$ cat src/rtl/index_linked_list_concatenator_assert.svh
// Assertion macros used by the concatenator controller.
`ifndef INDEX_LINKED_LIST_CONCATENATOR_ASSERT_SVH
`define INDEX_LINKED_LIST_CONCATENATOR_ASSERT_SVH

// Same-cycle implication, held off while in reset.
`define ILC_ASSERT_IMP(label, clk, rst_n, ante, cons, msg) \
    label: assert property (@(posedge clk) disable iff (!rst_n) (ante) |-> (cons)) \
        else $error(msg);

// Next-cycle implication, held off while in reset.
`define ILC_ASSERT_NXT(label, clk, rst_n, ante, cons, msg) \
    label: assert property (@(posedge clk) disable iff (!rst_n) (ante) |=> (cons)) \
        else $error(msg);

`endif

$ cat src/rtl/ilc_pkg.sv
// Package: sizes, codes, payload and control types of the list concatenator.
`default_nettype none

package ilc_pkg;

    localparam int LEN       = 1024;
    localparam int MAX_LISTS = 16;

    localparam int IDX_W   = 11;
    localparam int OP_W    = 3;
    localparam int LCNT_W  = 5;
    localparam int NODE_AW = $clog2(LEN);
    localparam int HEAD_AW = (MAX_LISTS > 1) ? $clog2(MAX_LISTS) : 1;
    localparam int CNT_W   = $clog2(LEN + 1);
    localparam int HOPS_W  = $clog2(LEN);

    localparam logic [IDX_W-1:0]  LEN_V      = IDX_W'(LEN);
    localparam logic [IDX_W-1:0]  LISTS_V    = IDX_W'(MAX_LISTS);
    localparam logic [LCNT_W-1:0] LISTS_N    = LCNT_W'(MAX_LISTS);
    localparam logic [CNT_W-1:0]  COUNT_FULL = CNT_W'(LEN);
    localparam logic [HOPS_W-1:0] HOPS_FULL  = HOPS_W'(LEN - 1);

    typedef enum logic [OP_W-1:0] {
        OP_WR_NEXT = 3'd0,
        OP_WR_HEAD = 3'd1,
        OP_RD_NEXT = 3'd2,
        OP_RD_HEAD = 3'd3,
        OP_CONNECT = 3'd4,
        OP_WALK    = 3'd5,
        OP_LENGTH  = 3'd6
    } op_t;

    typedef struct packed {
        logic [OP_W-1:0]   operation;
        logic [IDX_W-1:0]  index;
        logic [IDX_W-1:0]  value;
        logic [LCNT_W-1:0] list_count;
        logic              loop_back;
        logic [IDX_W-1:0]  steps;
    } req_t;

    typedef struct packed {
        logic [IDX_W-1:0] result;
        logic             length_overflow;
    } rsp_t;

    typedef enum logic [3:0] {
        ST_IDLE,
        ST_DISPATCH,
        ST_RD_NEXT,
        ST_RD_HEAD,
        ST_WALK,
        ST_MEAS,
        ST_CN_FIRST,
        ST_CN_TAIL,
        ST_CN_NEXT,
        ST_CN_LINK,
        ST_CN_HEAD0,
        ST_DONE
    } ilc_state_t;

    // source of the next-table read address and of the node register
    typedef enum logic [2:0] {
        NSRC_INDEX,
        NSRC_RDATA,
        NSRC_HDATA,
        NSRC_NODE,
        NSRC_FIRST
    } nsrc_t;

    typedef enum logic [1:0] {
        HSEL_INDEX,
        HSEL_ZERO,
        HSEL_SLOT_INC
    } hsel_t;

    typedef enum logic [1:0] {
        NW_ITEM,
        NW_LINK,
        NW_LOOP
    } nwsel_t;

    typedef enum logic {
        HW_ITEM,
        HW_FIRST
    } hwsel_t;

    typedef enum logic [2:0] {
        RES_ZERO,
        RES_LEN,
        RES_INDEX,
        RES_RDATA,
        RES_HDATA,
        RES_COUNT,
        RES_COUNT_INC
    } res_sel_t;

    typedef struct packed {
        logic     load_item;
        nsrc_t    nsrc;
        logic     node_ld;
        hsel_t    hsel;
        logic     next_we;
        nwsel_t   nwsel;
        logic     head_we;
        hwsel_t   hwsel;
        logic     count_clr;
        logic     count_inc;
        logic     hops_clr;
        logic     hops_inc;
        logic     rem_ld;
        logic     rem_dec;
        logic     slot_clr;
        logic     slot_inc;
        logic     first_ld;
        logic     tail_ld;
        logic     res_ld;
        res_sel_t res_sel;
        logic     res_ovf;
        logic     out_ld;
    } cmd_t;

    typedef struct packed {
        logic [OP_W-1:0] op;
        logic            idx_in_node;
        logic            idx_in_head;
        logic            lists_zero;
        logic            steps_zero;
        logic            link_end;
        logic            head_end;
        logic            hops_full;
        logic            count_full;
        logic            rem_last;
        logic            slot_last;
        logic            first_moved;
        logic            loop_back;
    } status_t;

endpackage

`default_nettype wire

$ cat src/rtl/ilc_ctrl.sv
// Controller: sequences table accesses and walks, owns the output valid flag.
`default_nettype none

`include "index_linked_list_concatenator_assert.svh"

module ilc_ctrl (
    input  logic             clk,
    input  logic             rst_n,
    input  logic             req_valid,
    output logic             req_ready,
    output logic             rsp_valid,
    input  logic             rsp_ready,
    input  ilc_pkg::status_t status,
    output ilc_pkg::cmd_t    cmd
);

    import ilc_pkg::*;

    ilc_state_t state_reg;
    ilc_state_t state_next;
    logic       out_valid_reg;
    logic       out_valid_next;

    always_ff @(posedge clk or negedge rst_n)
    begin
        if (!rst_n)
        begin
            state_reg     <= ST_IDLE;
            out_valid_reg <= 1'b0;
        end
        else
        begin
            state_reg     <= state_next;
            out_valid_reg <= out_valid_next;
        end
    end

    always_comb
    begin
        cmd        = '0;
        state_next = state_reg;

        case (state_reg)
            ST_IDLE:
            begin
                if (req_valid)
                begin
                    cmd.load_item = 1'b1;
                    state_next    = ST_DISPATCH;
                end
            end

            ST_DISPATCH:
            begin
                case (status.op)
                    OP_WR_NEXT:
                    begin
                        cmd.next_we = status.idx_in_node;
                        cmd.nwsel   = NW_ITEM;
                        cmd.res_ld  = 1'b1;
                        cmd.res_sel = RES_ZERO;
                        state_next  = ST_DONE;
                    end
                    OP_WR_HEAD:
                    begin
                        cmd.head_we = status.idx_in_head;
                        cmd.hwsel   = HW_ITEM;
                        cmd.res_ld  = 1'b1;
                        cmd.res_sel = RES_ZERO;
                        state_next  = ST_DONE;
                    end
                    OP_RD_NEXT:
                    begin
                        cmd.nsrc = NSRC_INDEX;
                        if (status.idx_in_node)
                        begin
                            state_next = ST_RD_NEXT;
                        end
                        else
                        begin
                            cmd.res_ld  = 1'b1;
                            cmd.res_sel = RES_LEN;
                            state_next  = ST_DONE;
                        end
                    end
                    OP_RD_HEAD:
                    begin
                        cmd.hsel = HSEL_INDEX;
                        if (status.idx_in_head)
                        begin
                            state_next = ST_RD_HEAD;
                        end
                        else
                        begin
                            cmd.res_ld  = 1'b1;
                            cmd.res_sel = RES_LEN;
                            state_next  = ST_DONE;
                        end
                    end
                    OP_CONNECT:
                    begin
                        cmd.slot_clr = 1'b1;
                        cmd.hsel     = HSEL_ZERO;
                        if (status.lists_zero)
                        begin
                            cmd.res_ld  = 1'b1;
                            cmd.res_sel = RES_ZERO;
                            state_next  = ST_DONE;
                        end
                        else
                        begin
                            state_next = ST_CN_FIRST;
                        end
                    end
                    OP_WALK:
                    begin
                        cmd.nsrc    = NSRC_INDEX;
                        cmd.node_ld = 1'b1;
                        cmd.rem_ld  = 1'b1;
                        if (status.steps_zero || !status.idx_in_node)
                        begin
                            cmd.res_ld  = 1'b1;
                            cmd.res_sel = RES_INDEX;
                            state_next  = ST_DONE;
                        end
                        else
                        begin
                            state_next = ST_WALK;
                        end
                    end
                    OP_LENGTH:
                    begin
                        cmd.nsrc      = NSRC_INDEX;
                        cmd.node_ld   = 1'b1;
                        cmd.count_clr = 1'b1;
                        if (status.idx_in_node)
                        begin
                            state_next = ST_MEAS;
                        end
                        else
                        begin
                            cmd.res_ld  = 1'b1;
                            cmd.res_sel = RES_ZERO;
                            state_next  = ST_DONE;
                        end
                    end
                    default:
                    begin
                        cmd.res_ld  = 1'b1;
                        cmd.res_sel = RES_ZERO;
                        state_next  = ST_DONE;
                    end
                endcase
            end

            ST_RD_NEXT:
            begin
                cmd.res_ld  = 1'b1;
                cmd.res_sel = RES_RDATA;
                state_next  = ST_DONE;
            end

            ST_RD_HEAD:
            begin
                cmd.res_ld  = 1'b1;
                cmd.res_sel = RES_HDATA;
                state_next  = ST_DONE;
            end

            ST_WALK:
            begin
                cmd.nsrc    = NSRC_RDATA;
                cmd.node_ld = 1'b1;
                cmd.rem_dec = 1'b1;
                if (status.link_end || status.rem_last)
                begin
                    cmd.res_ld  = 1'b1;
                    cmd.res_sel = RES_RDATA;
                    state_next  = ST_DONE;
                end
            end

            ST_MEAS:
            begin
                cmd.nsrc = NSRC_RDATA;
                if (status.count_full || status.link_end)
                begin
                    cmd.res_ld  = 1'b1;
                    cmd.res_sel = status.count_full ? RES_COUNT : RES_COUNT_INC;
                    cmd.res_ovf = status.count_full;
                    // connect with loop: close the merged list onto head 0
                    cmd.next_we = (status.op == OP_CONNECT) && status.loop_back;
                    cmd.nwsel   = NW_LOOP;
                    state_next  = ST_DONE;
                end
                else
                begin
                    cmd.count_inc = 1'b1;
                    cmd.node_ld   = 1'b1;
                end
            end

            ST_CN_FIRST:
            begin
                if (!status.head_end)
                begin
                    cmd.first_ld = 1'b1;
                    cmd.nsrc     = NSRC_HDATA;
                    cmd.node_ld  = 1'b1;
                    cmd.hops_clr = 1'b1;
                    state_next   = ST_CN_TAIL;
                end
                else if (status.slot_last)
                begin
                    cmd.res_ld  = 1'b1;
                    cmd.res_sel = RES_ZERO;
                    state_next  = ST_DONE;
                end
                else
                begin
                    cmd.slot_inc = 1'b1;
                    cmd.hsel     = HSEL_SLOT_INC;
                end
            end

            ST_CN_TAIL:
            begin
                if (!status.link_end && !status.hops_full)
                begin
                    cmd.nsrc     = NSRC_RDATA;
                    cmd.node_ld  = 1'b1;
                    cmd.hops_inc = 1'b1;
                end
                else
                begin
                    cmd.tail_ld = 1'b1;
                    if (status.slot_last)
                    begin
                        state_next = ST_CN_HEAD0;
                    end
                    else
                    begin
                        cmd.slot_inc = 1'b1;
                        cmd.hsel     = HSEL_SLOT_INC;
                        state_next   = ST_CN_NEXT;
                    end
                end
            end

            ST_CN_NEXT:
            begin
                if (!status.head_end)
                begin
                    cmd.next_we  = 1'b1;
                    cmd.nwsel    = NW_LINK;
                    cmd.nsrc     = NSRC_HDATA;
                    cmd.node_ld  = 1'b1;
                    cmd.hops_clr = 1'b1;
                    state_next   = ST_CN_LINK;
                end
                else if (status.slot_last)
                begin
                    state_next = ST_CN_HEAD0;
                end
                else
                begin
                    cmd.slot_inc = 1'b1;
                    cmd.hsel     = HSEL_SLOT_INC;
                end
            end

            ST_CN_LINK:
            begin
                // read after the link write so a self link is seen
                cmd.nsrc   = NSRC_NODE;
                state_next = ST_CN_TAIL;
            end

            ST_CN_HEAD0:
            begin
                cmd.head_we   = status.first_moved;
                cmd.hwsel     = HW_FIRST;
                cmd.nsrc      = NSRC_FIRST;
                cmd.node_ld   = 1'b1;
                cmd.count_clr = 1'b1;
                state_next    = ST_MEAS;
            end

            ST_DONE:
            begin
                if (!out_valid_reg || rsp_ready)
                begin
                    cmd.out_ld = 1'b1;
                    state_next = ST_IDLE;
                end
            end

            default:
            begin
                state_next = ST_IDLE;
            end
        endcase
    end

    always_comb
    begin
        if (cmd.out_ld)
        begin
            out_valid_next = 1'b1;
        end
        else if (rsp_ready)
        begin
            out_valid_next = 1'b0;
        end
        else
        begin
            out_valid_next = out_valid_reg;
        end
    end

    assign req_ready = (state_reg == ST_IDLE);
    assign rsp_valid = out_valid_reg;

    `ILC_ASSERT_IMP(a_load_free, clk, rst_n, cmd.out_ld, !out_valid_reg || rsp_ready, "output overwritten")
    `ILC_ASSERT_NXT(a_accept_dispatch, clk, rst_n, req_valid && req_ready, state_reg == ST_DISPATCH, "accept lost")
    `ILC_ASSERT_NXT(a_done_delivers, clk, rst_n, state_reg == ST_DONE && !out_valid_reg, out_valid_reg, "result held back")
    `ILC_ASSERT_NXT(a_beat_clears, clk, rst_n, out_valid_reg && rsp_ready && !cmd.out_ld, !out_valid_reg, "result repeated")

endmodule

`default_nettype wire

$ cat config.mk
export PLATFORM = sky130hd
export DESIGN_NAME = ilc_ctrl
export DESIGN_NICKNAME = d
export VERILOG_FILES = /design/src/rtl/ilc_pkg.sv /design/src/rtl/ilc_ctrl.sv
export VERILOG_INCLUDE_DIRS = /design/src /design/src/rtl
export SDC_FILE = /design/constraint.sdc
export NUM_CORES = 1
export LEC_CHECK = 0
export ABC_AREA = 1
export BUFFER_PORTS_ARGS = -buffer_cell sky130_fd_sc_hd__buf_2
export CORE_ASPECT_RATIO = 0.75
export CORE_MARGIN = 1.5
export CORE_UTILIZATION = 40
export DETAILED_ROUTE_END_ITERATION = 7
export GPL_ROUTABILITY_DRIVEN = 0
export PLACE_DENSITY = 0.71
export SYNTH_ARGS = -nofsm -noshare
export SYNTH_HDL_FRONTEND = slang
export SYNTH_SLANG_ARGS = --single-unit
$ cat constraint.sdc
create_clock -name clk -period 2.4 [get_ports clk]
set_clock_uncertainty 0.05 [all_clocks]
set_input_delay 0.48 -clock clk [delete_from_list [all_inputs] [get_ports clk]]
set_output_delay 0.48 -clock clk [all_outputs]
set_load 0.02 [all_outputs]
==> impl_results.html <==
<table>
<tr><th>Metric</th><th>Value</th></tr>
<tr><th colspan="2">Timing</th></tr>
<tr><td>Fin. Hold Viols</td><td>0</td></tr>
<tr><td>Maximum frequency from static timing analysis</td><td>450 MHz</td></tr>
<tr><td>Pins over their slew limit</td><td>0</td></tr>
<tr><td>Setup Viol. Count Final</td><td>0</td></tr>
<tr><td>Worst Tran Pin Value</td><td>288 ps</td></tr>
<tr><td>RSZ-0062 raised after global routing</td><td>false</td></tr>
<tr><td>Setup TNS after final layout</td><td>0 ps</td></tr>
<tr><td>Post-route minimum period</td><td>2220 ps</td></tr>
<tr><td>Relative max-transition margin</td><td>80.5%</td></tr>
<tr><td>Ratio of final minimum period to clock period</td><td>92.6%</td></tr>
<tr><th colspan="2">Detailed routing</th></tr>
<tr><td>Remaining design rule violation count</td><td>0</td></tr>
<tr><td>Via density per instance</td><td>4.96</td></tr>
<tr><td>Total length of routed wires</td><td>2.62 mm</td></tr>
<tr><td>Drt initial violations</td><td>73</td></tr>
<tr><td>Number of nets with antenna violations after routing</td><td>0</td></tr>
<tr><td>Routed length per placed instance</td><td>10.7 µm</td></tr>
<tr><td>Number of iterations in the first detailed-routing pass</td><td>4</td></tr>
<tr><td>DR vias</td><td>1216</td></tr>
<tr><th colspan="2">Worst setup path</th></tr>
<tr><td>CP max stage delay</td><td>420 ps</td></tr>
<tr><td>Crit path to</td><td>cmd[3]</td></tr>
<tr><td>CP startpoint</td><td>state_reg[2]</td></tr>
<tr><td>Required time of the critical path</td><td>1870 ps</td></tr>
<tr><td>Worst reg2reg endpoint</td><td>state_reg[2]</td></tr>
<tr><td>Worst path slowest cell</td><td>sky130_fd_sc_hd__dfrtp_1</td></tr>
<tr><td>Worst-path fanout max</td><td>6</td></tr>
<tr><td>Kind of start point of the critical path</td><td>flip-flop</td></tr>
<tr><td>Register-to-Register Path Depth</td><td>9</td></tr>
<tr><td>Nature of the critical path endpoint</td><td>output port</td></tr>
<tr><td>Arr. time, crit path</td><td>1690 ps</td></tr>
<tr><td>Worst-case register-to-register setup slack</td><td>930 ps</td></tr>
<tr><td>Critical path, cell by cell</td><td>nor2_2, nand2_1, nor2_1, a21oi_1, o41ai_1, buf_2</td></tr>
<tr><td>Path type of the worst setup path</td><td>reg -&gt; out</td></tr>
<tr><td>Reg-to-Reg Start</td><td>state_reg[0]</td></tr>
<tr><th colspan="2">Floorplanning</th></tr>
<tr><td>Row cnt</td><td>14</td></tr>
<tr><td>Top-Level Pins</td><td>49</td></tr>
<tr><td>Area of the die</td><td>0.00249 mm²</td></tr>
<tr><td>Overall die width</td><td>57.1 µm</td></tr>
<tr><td>Std-Cell Core Area</td><td>0.00203 mm²</td></tr>
<tr><td>Die H</td><td>43.6 µm</td></tr>
<tr><td>Starting density of the core</td><td>43.2%</td></tr>
<tr><th colspan="2">Synthesis</th></tr>
<tr><td>Avg Inst Size Synth</td><td>5.13 µm²</td></tr>
<tr><td>Count of cell types in the netlist</td><td>22</td></tr>
<tr><td>Sequential element share of the synthesized area</td><td>14.3%</td></tr>
<tr><td>Cells after Synth</td><td>171</td></tr>
<tr><td>Mapped Nets</td><td>190</td></tr>
<tr><td>Warnings, synthesis</td><td>0</td></tr>
<tr><td>Netlist Area Pre-Place</td><td>877 µm²</td></tr>
<tr><td>Register bit count reported by yosys</td><td>5</td></tr>
<tr><th colspan="2">Power</th></tr>
<tr><td>Max rail drop VDD</td><td>0.723 mV</td></tr>
<tr><td>PwrDens</td><td>1050 mW/mm²</td></tr>
<tr><td>Total leakage power</td><td>0.852 nW</td></tr>
<tr><td>Post-layout power</td><td>1.22 mW</td></tr>
<tr><th colspan="2">Place</th></tr>
<tr><td>Placed wire-length estimate</td><td>2.28 mm</td></tr>
<tr><td>Number of cells in the design after placement</td><td>240</td></tr>
<tr><td>Port buffer count</td><td>48</td></tr>
<tr><td>Placed inst area</td><td>0.00113 mm²</td></tr>
<tr><th colspan="2">Cells and area</th></tr>
<tr><td>Synth-to-Final Area Change</td><td>32.7%</td></tr>
<tr><td>Share of the core filled with cells in the final layout</td><td>57.3%</td></tr>
<tr><td>Area of all placed cells without fillers</td><td>0.00116 mm²</td></tr>
<tr><td>Post-route insts no fill</td><td>245</td></tr>
<tr><td>Number of flip-flops under the largest register name</td><td>4</td></tr>
<tr><td>Number of diodes added for antenna fixing</td><td>0</td></tr>
<tr><td>Net total in the final layout</td><td>241</td></tr>
<tr><td>Share of post-route cells with drive strength above 1</td><td>31.2%</td></tr>
<tr><th colspan="2">Clocking</th></tr>
<tr><td>Clock tree from TritonCTS</td><td>built</td></tr>
<tr><td>TritonCTS sink count</td><td>5</td></tr>
<tr><td>CTS hold repair buffers</td><td>1</td></tr>
<tr><td>Clock buffers created by TritonCTS</td><td>3</td></tr>
<tr><td>Number of H-tree levels</td><td>1</td></tr>
<tr><td>Setup bufs post-CTS</td><td>0</td></tr>
<tr><td>Clock slew at reported path FFs</td><td>40 ps</td></tr>
<tr><td>Bufs on Longest Clock Path</td><td>2</td></tr>
<tr><td>Root Driver</td><td>sky130_fd_sc_hd__clkbuf_4</td></tr>
<tr><td>Worst-skew pair later-pin latency</td><td>240 ps</td></tr>
<tr><td>Post-CTS sizing</td><td>0</td></tr>
<tr><th colspan="2">Global routing</th></tr>
<tr><td>GRT Max-Usage Layer</td><td>met2</td></tr>
<tr><td>Vias in the first global route</td><td>1083</td></tr>
<tr><td>Largest net degree at the start of global routing</td><td>9</td></tr>
<tr><td>Global-route wire length before repair</td><td>4.41 mm</td></tr>
<tr><td>Global Route met1 Usage</td><td>32.6%</td></tr>
<tr><td>Total gr overflow</td><td>0</td></tr>
<tr><td>Met3 usage</td><td>2.39%</td></tr>
<tr><td>GR Util met2</td><td>33.6%</td></tr>
<tr><td>Number of antenna violations at the first check in global routing</td><td>0</td></tr>
<tr><td>GRT Resource Usage Total</td><td>22.2%</td></tr>
<tr><th colspan="2">Run</th></tr>
<tr><td>Max-cap violations</td><td>0</td></tr>
<tr><th colspan="2">Worst hold path</th></tr>
<tr><td>Type of the tightest min-delay check</td><td>in -&gt; reg</td></tr>
<tr><th colspan="2">Status</th></tr>
<tr><td>Result of the run</td><td>completed</td></tr>
</table>
[per-stage QoR]
step | hold slack [ps] | setup slack (ps)
final | 465 | 178
after global routing | 501 | 19.0
after CTS | 459 | 194
after detailed placement | 245 | 339
after global placement | 244 | 426
after floorplan | 134 | 466
[layer usage]
metal,routed length [µm],vias to the layer above
li1,-,626
met1,1240,529
met2,1140,55
met3,199,6
met4,27,0
met5,0,-
[worst max-delay path: cells and delay by family, from the launching register on]
family / cells / cell delay, ps
AND/OR/NAND/NOR: 3 / 650
flip-flops: 1 / 420
buffers and inverters: 1 / 230
AO/OA/AOI/OAI: 2 / 160
[cells in the mapped netlist]
| cell | number | area (µm²) |
|---|---|---|
| sky130_fd_sc_hd__nor2_1 | 31 | 116 |
| sky130_fd_sc_hd__nand2_1 | 51 | 191 |
| sky130_fd_sc_hd__nand2_2 | 6 | 37.5 |
| sky130_fd_sc_hd__buf_2 | 1 | 5.00 |
| sky130_fd_sc_hd__o41ai_1 | 1 | 8.76 |
| sky130_fd_sc_hd__o2111ai_1 | 1 | 8.76 |
| sky130_fd_sc_hd__o211ai_1 | 2 | 15.0 |
| sky130_fd_sc_hd__inv_4 | 1 | 6.26 |
| sky130_fd_sc_hd__nand4_1 | 6 | 37.5 |
| sky130_fd_sc_hd__o22ai_1 | 2 | 12.5 |
| sky130_fd_sc_hd__nand3_1 | 12 | 60.1 |
| sky130_fd_sc_hd__inv_2 | 4 | 15.0 |
| sky130_fd_sc_hd__a21oi_1 | 3 | 15.0 |
| sky130_fd_sc_hd__inv_1 | 31 | 116 |
| sky130_fd_sc_hd__buf_4 | 2 | 15.0 |
| sky130_fd_sc_hd__nand3_2 | 1 | 10.0 |
| sky130_fd_sc_hd__nand3b_4 | 1 | 20.0 |
| sky130_fd_sc_hd__o21ai_0 | 4 | 20.0 |
| sky130_fd_sc_hd__dfrtp_1 | 5 | 125 |
| sky130_fd_sc_hd__nor2_4 | 1 | 11.3 |
| sky130_fd_sc_hd__nor2_2 | 4 | 25.0 |
| sky130_fd_sc_hd__o21ai_1 | 1 | 5.00 |
[how the worst min path moves through the flow]
stage	start	depth (start not counted)	slack (ps)	end
floorplan	rst_n	0	130	rsp_valid
global placement	rst_n	1	240	rsp_valid
detailed placement	rst_n	1	240	rsp_valid
CTS	rsp_ready	4	460	rsp_valid
global route	rsp_ready	4	500	rsp_valid
finish	rsp_ready	4	460	rsp_valid
[logic make-up after synthesis]
| kind of cell | count (synthesis) | synth area share [%] |
|---|---|---|
| and+or+nand+nor | 113 | 58.1 |
| buffers and inverters | 39 | 18.0 |
| AOI/OAI and AO/OA | 14 | 9.70 |
| DFF | 5 | 14.3 |
[where the power goes]
group	switching, mW	internal (mW)
clock network	0.0300	0.0626
registers	0.0494	0.129
logic	0.648	0.306
total	0.727	0.497
[layout by cell type, fill, tap and decap left out]
cell type and count:
sky130_fd_sc_hd__nand3_1 12, sky130_fd_sc_hd__nand3_2 1, sky130_fd_sc_hd__o21ai_0 4, sky130_fd_sc_hd__buf_2 48, sky130_fd_sc_hd__o211ai_1 2, sky130_fd_sc_hd__clkbuf_4 3
sky130_fd_sc_hd__nor2_1 31, sky130_fd_sc_hd__nand4_1 6, sky130_fd_sc_hd__nor2_4 1, sky130_fd_sc_hd__dlygate4sd3_1 1, sky130_fd_sc_hd__nor2_2 4, sky130_fd_sc_hd__o21ai_1 1
sky130_fd_sc_hd__clkbuf_1 1, sky130_fd_sc_hd__nand3b_4 1, sky130_fd_sc_hd__o41ai_1 1, sky130_fd_sc_hd__o2111ai_1 1, sky130_fd_sc_hd__dfrtp_1 5, sky130_fd_sc_hd__a21oi_1 3
sky130_fd_sc_hd__inv_2 4, sky130_fd_sc_hd__inv_1 31, sky130_fd_sc_hd__nand2_1 51, sky130_fd_sc_hd__inv_4 1, sky130_fd_sc_hd__o22ai_1 2, sky130_fd_sc_hd__nand2_2 6
[final cells by class]
class,count,area [µm²]
fill,208,868
multi-input combinational,127,594
timing repair buffer,49,250
inverter,36,138
sequential,5,125
tap,24,30.0
clock buffer,4,26.3
No activity file was read; power rests on OpenSTA's default activity.
